**config.mk**
```make
export PLATFORM = sky130hd
export DESIGN_NAME = q2e_isqrt
export DESIGN_NICKNAME = d
export VERILOG_FILES = /design/src/hw/rtl/q2e_pkg.sv /design/src/hw/rtl/q2e_isqrt.sv
export SDC_FILE = /design/constraint.sdc
export NUM_CORES = 2
export LEC_CHECK = 0
export BUFFER_PORTS_ARGS = -buffer_cell sky130_fd_sc_hd__buf_2
export CAP_MARGIN = 0
export CORE_MARGIN = 4
export CORE_UTILIZATION = 65
export DETAILED_ROUTE_END_ITERATION = 8
export GPL_TIMING_DRIVEN = 0
export PLACE_DENSITY = 0.88
export REMOVE_ABC_BUFFERS = 1
export SKIP_LAST_GASP = 1
export SYNTH_ARGS = -nofsm -noshare
export SYNTH_HDL_FRONTEND = slang
export SYNTH_SLANG_ARGS = --single-unit
```
**constraint.sdc**
```tcl
create_clock -name clk -period 11.38 [get_ports clk]
set_input_delay 2.845 -clock clk [delete_from_list [all_inputs] [get_ports clk]]
set_output_delay 2.845 -clock clk [all_outputs]
set_load 0.01 [all_outputs]
```
**src/hw/rtl/q2e_pkg.sv**
```systemverilog
// ============================================================================
// q2e_pkg: shared constants for the quaternion to Euler converter.
// Holds the CORDIC arctangent table on a 32-bit turn.
// ============================================================================
`default_nettype none
package q2e_pkg;

  localparam int TurnWidth = 32;
  localparam int MaxSteps  = 32;

  // Arctangent of 2^-k as a fraction of a full turn, 2^32 = full circle.
  function automatic logic [31:0] atan_turn(input logic [4:0] k);
    logic [31:0] r;
    begin
      case (k)
        5'd0:  r = 32'h20000000;
        5'd1:  r = 32'h12E4051E;
        5'd2:  r = 32'h09FB385B;
        5'd3:  r = 32'h051111D4;
        5'd4:  r = 32'h028B0D43;
        5'd5:  r = 32'h0145D7E1;
        5'd6:  r = 32'h00A2F61E;
        5'd7:  r = 32'h00517C55;
        5'd8:  r = 32'h0028BE53;
        5'd9:  r = 32'h00145F2F;
        5'd10: r = 32'h000A2F98;
        5'd11: r = 32'h000517CC;
        5'd12: r = 32'h00028BE6;
        5'd13: r = 32'h000145F3;
        5'd14: r = 32'h0000A2FA;
        5'd15: r = 32'h0000517D;
        5'd16: r = 32'h000028BE;
        5'd17: r = 32'h0000145F;
        5'd18: r = 32'h00000A30;
        5'd19: r = 32'h00000518;
        5'd20: r = 32'h0000028C;
        5'd21: r = 32'h00000146;
        5'd22: r = 32'h000000A3;
        5'd23: r = 32'h00000051;
        5'd24: r = 32'h00000029;
        5'd25: r = 32'h00000014;
        5'd26: r = 32'h0000000A;
        5'd27: r = 32'h00000005;
        5'd28: r = 32'h00000003;
        5'd29: r = 32'h00000001;
        5'd30: r = 32'h00000001;
        default: r = 32'h00000000;
      endcase
      return r;
    end
  endfunction

endpackage
`default_nettype wire

```
**src/hw/rtl/q2e_isqrt.sv**
```systemverilog
// ============================================================================
// q2e_isqrt: pipelined integer square root of 2^60 - q^2.
// Two result bits are resolved per register stage (16 stages).
// ============================================================================
`default_nettype none
module q2e_isqrt
  import q2e_pkg::*;
#(
  parameter int TAG_WIDTH = 8
) (
  input  wire logic                 clk,
  input  wire logic                 rst,
  input  wire logic                 en,
  input  wire logic                 in_valid,
  input  wire logic [60:0]          in_rad,
  input  wire logic [TAG_WIDTH-1:0] in_tag,
  output logic                      out_valid,
  output logic [30:0]               out_root,
  output logic [TAG_WIDTH-1:0]      out_tag
);

  localparam int Stages = 16;
  localparam int PerStage = 2;

  logic [Stages:0]        vld;
  logic [61:0]            rem  [Stages+1];
  logic [31:0]            res  [Stages+1];
  logic [TAG_WIDTH-1:0]   tag  [Stages+1];

  assign vld[0] = in_valid;
  assign rem[0] = {1'b0, in_rad};
  assign res[0] = '0;
  assign tag[0] = in_tag;

  // Bit-pair method: the result holds the root bits found so far. The first
  // pair sits at bits 63:62, which are always zero, so the top root bit is 0.
  for (genvar s = 0; s < Stages; s++) begin : g_stage
    logic [61:0] r_n;
    logic [31:0] q_n;
    always_comb begin
      logic [63:0] trial;
      logic [61:0] r_w;
      logic [31:0] q_w;
      r_w = rem[s];
      q_w = res[s];
      for (int j = 0; j < PerStage; j++) begin
        trial = {q_w, 2'b01} << (62 - 2 * (s * PerStage + j));
        if ({2'b00, r_w} >= trial) begin
          r_w = r_w - trial[61:0];
          q_w = {q_w[30:0], 1'b1};
        end else begin
          q_w = {q_w[30:0], 1'b0};
        end
      end
      r_n = r_w;
      q_n = q_w;
    end
    always_ff @(posedge clk) begin
      if (rst) begin
        vld[s+1] <= 1'b0;
      end else if (en) begin
        vld[s+1] <= vld[s];
      end
    end
    always_ff @(posedge clk) begin
      if (en) begin
        rem[s+1] <= r_n;
        res[s+1] <= q_n;
        tag[s+1] <= tag[s];
      end
    end
  end

  assign out_valid = vld[Stages];
  assign out_root  = res[Stages][30:0];
  assign out_tag   = tag[Stages];

endmodule
`default_nettype wire

```
==> results.yml <==
timing:
  tightest_slew_ns: 1.49
  fin_crit_ns: 9.55
  period_share: 0.839
  maxSlewHeadroom: -0.0221
  setup_viol: 0
  hold_violations: 0
  max_freq_mhz: 105
  setup_tns_ns: 0
  final_max_slew_viol_count: 1
  fin_skew_ns: 0.0522
  rsz0062_at_grt: "no"
logic_synthesis:
  async_flop_share: 0
  postSynthAreaPerCell_um2: 10.3
  netlist_area_mm2: 0.0829
  ys.warnings.count: 0
  synth_edf_count: 1314
  yosysSeqAreaShare: 0.480
  netlist_instances: 8020
  synthFlopType: "edfxtp_1"
  synth.ff_latch_count: 1330
  synth_cell_types: 102
worst_setup_path:
  slowest_delay_ns: 0.99
  arrival_ns: 10.07
  crit_start: "res[69]"
  crit_path_max_fanout: 47
  critPathRequiredTime_ns: 11.90
  cp_num_buf_inv: 3
  critPathLaunchType: "flop"
  critPathKind: "flop to flop"
  cp-end-kind: "flop"
  crit_path_frequent_cell: "a21o_1"
  worstPathCellList: "inv_1 -> ha_1 -> o21ai_0 -> a211oi_1 -> o21ai_0 -> o211a_1 -> o21ai_2 -> inv_2 -> nand2_1 -> o21ai_0 -> ha_1 -> a21o_1 -> a21o_1 -> a21o_1 -> a21o_1 -> a21o_1 -> a31oi_1 -> o21ai_0 -> a221o_1 -> a41oi_1 -> or3b_2 -> and2_2 -> inv_2 -> mux2_2"
  rr_startpoint: "res[69]"
  path_delay_family: "compound AO/OA/AOI/OAI gates"
  cp_slowest_cell: "o21ai_2"
finish:
  drive_gt1_frac: 0.0640
  layout_common_cells: "edfxtp_1, nor2_1, nand2_1"
  fin_area_mm2: 0.0898
  area_growth_pct: 8.39
  nNetsFinal: 8699
  final_common_cell: "edfxtp_1"
drt:
  wirelength_um: 220000
  postRouteAntennaNets: 0
  dr.pass1.iters: 8
  drc: 0
  drt_iter0_markers: 6895
  vias: 65200
  vias_per_cell: 6.62
  wire_per_inst_um: 22.3
floorplanning:
  start_util: 0.657
  die_x_um: 365
  core_mm2: 0.126
  fp-row-count: 130
  die_y_um: 365
  ios: 113
  die_area_mm2: 0.133
power:
  p_leak_nw: 34.4
  power_mw: 20.8
  power_density_mw_per_mm2: 231
  max-vdd-ir-drop_mv: 0.206
global_routing:
  antenna_found_initial: 4
  grt_pass1_vias: 62900
  grt_use_total: 0.322
  grt_max_degree: 195
  overflow: 0
  grt_pass1_wl_um: 343000
clock_network:
  cts_resized: 0
  cts_made_buffers: 138
  cts_buffer_depth: 3
  root_buffer: "clkbuf_16"
  clkLatencyLatePin_ns: 0.79
  cts_hold_buf: 0
  cts.clk_slew.worst_paths_ns: 0.07
  cts_tree: "yes"
  post_cts_buffers: 0
  clock_sinks: 1330
  htreeDepth: 4
status:
  violations: "max-capacitance violations, max-slew violations"
  status: "finished with violations"
placed_design:
  gp_congestion: 0.936
  hpwl_um: 159000
  io_buffers: 112
  post_dp_cell_area_mm2: 0.0850
min_path:
  holdCritStartpoint: "tag[85]"
  hold_class: "flop to flop"
run:
  drv_cap: 1
[where the power goes]
| part | internal (mW) | switching (mW) |
|---|---|---|
| clock | 2.70 | 2.07 |
| sequential | 6.50 | 0.679 |
| combinational | 3.51 | 5.33 |
| total | 12.7 | 8.07 |
[routing by layer]
metal  vias to the layer above  GRT usage  wire [um]
li1                      30200          -          -
met1                     30900      0.399      85000
met2                      3351      0.561     108000
met3                       770     0.0456      15500
met4                         2      0.151      11600
met5                         -          0          9
[Yosys cell counts, types with 67 or more instances]
| library cell | number | area share |
|---|---|---|
| xnor2_1 | 465 | 0.049 |
| xor2_1 | 307 | 0.032 |
| ha_1 | 537 | 0.081 |
| inv_1 | 462 | 0.021 |
| nand2b_1 | 86 | 0.0065 |
| or3_1 | 101 | 0.0076 |
| nor2_1 | 647 | 0.029 |
| a21o_1 | 219 | 0.020 |
| o21a_1 | 88 | 0.0080 |
| nand4_1 | 157 | 0.012 |
| o31ai_1 | 74 | 0.0067 |
| a31oi_1 | 67 | 0.0051 |
| edfxtp_1 | 1314 | 0.48 |
| nor3_1 | 201 | 0.012 |
| nand2_1 | 632 | 0.029 |
| nor4_1 | 210 | 0.016 |
| clkbuf_1 | 131 | 0.0059 |
| a21oi_1 | 574 | 0.035 |
| nor2b_1 | 77 | 0.0058 |
| nand3_1 | 166 | 0.010 |
| o21ai_0 | 425 | 0.026 |
[registers in the layout, indices dropped and copies added, names as in the netlist]
signal,cells
tag,120
out_tag,8
vld,15
out_valid,1
rem,930
out_root,31
res,225
[worst reg2reg max path: cells and delay by family, from the launching register on]
family	cells	cell delay, ns
and+or+nand+nor	3	1.30
DFF	1	0.49
muxes	1	0.38
buffers and inverters	3	1.10
AOI/OAI and AO/OA	15	5.11
adders and majority gates	2	0.91
[path summary, 6_finish.rpt]
path	to	slack, ns	depth (start not counted)
worst max register to register	rem[70]	1.83	24
worst min-delay path	tag[77]	0.42	0
worst max-delay path	rem[70]	1.83	24
worst min register to register	tag[77]	0.42	0
[cell families (layout without fill, tap and decap cells)]
logic type	count (synthesis)	in the layout	share of synthesized area
AOI/OAI and AO/OA	1911	1911	0.147
xor gates and xnor gates	773	773	0.0818
other	1	4	0.0000452
DFF	1330	1330	0.480
muxes	94	94	0.0122
and+or+nand+nor	2696	2696	0.166
adders and majority gates	537	537	0.0811
buffers and inverters	678	859	0.0319
[layout make-up]
cell class              instances  area, um^2
well taps                    1650        2060
flip-flops and latches       1330       39800
clock inverters               101        1280
repair buffers                133         912
multi-input cells            6013       40500
clock buffers                 152        3520
inverters                     473        1780
diodes                          2        5.00
fillers                      8787       36400
[per-stage QoR]
step           hold slack [ns]   util  cells  worst slack (ns)
2_1_floorplan            0.400      -   7816              2.15
3_3_place_gp             0.401  0.671   9578            -12.13
3_5_place_dp             0.405  0.674   9599              2.45
4_1_cts                  0.417  0.712   9852              2.28
5_1_grt                  0.420  0.712   9852              1.71
6_report                 0.416  0.712   9854              1.83
Power figures use the tool's default switching activity.
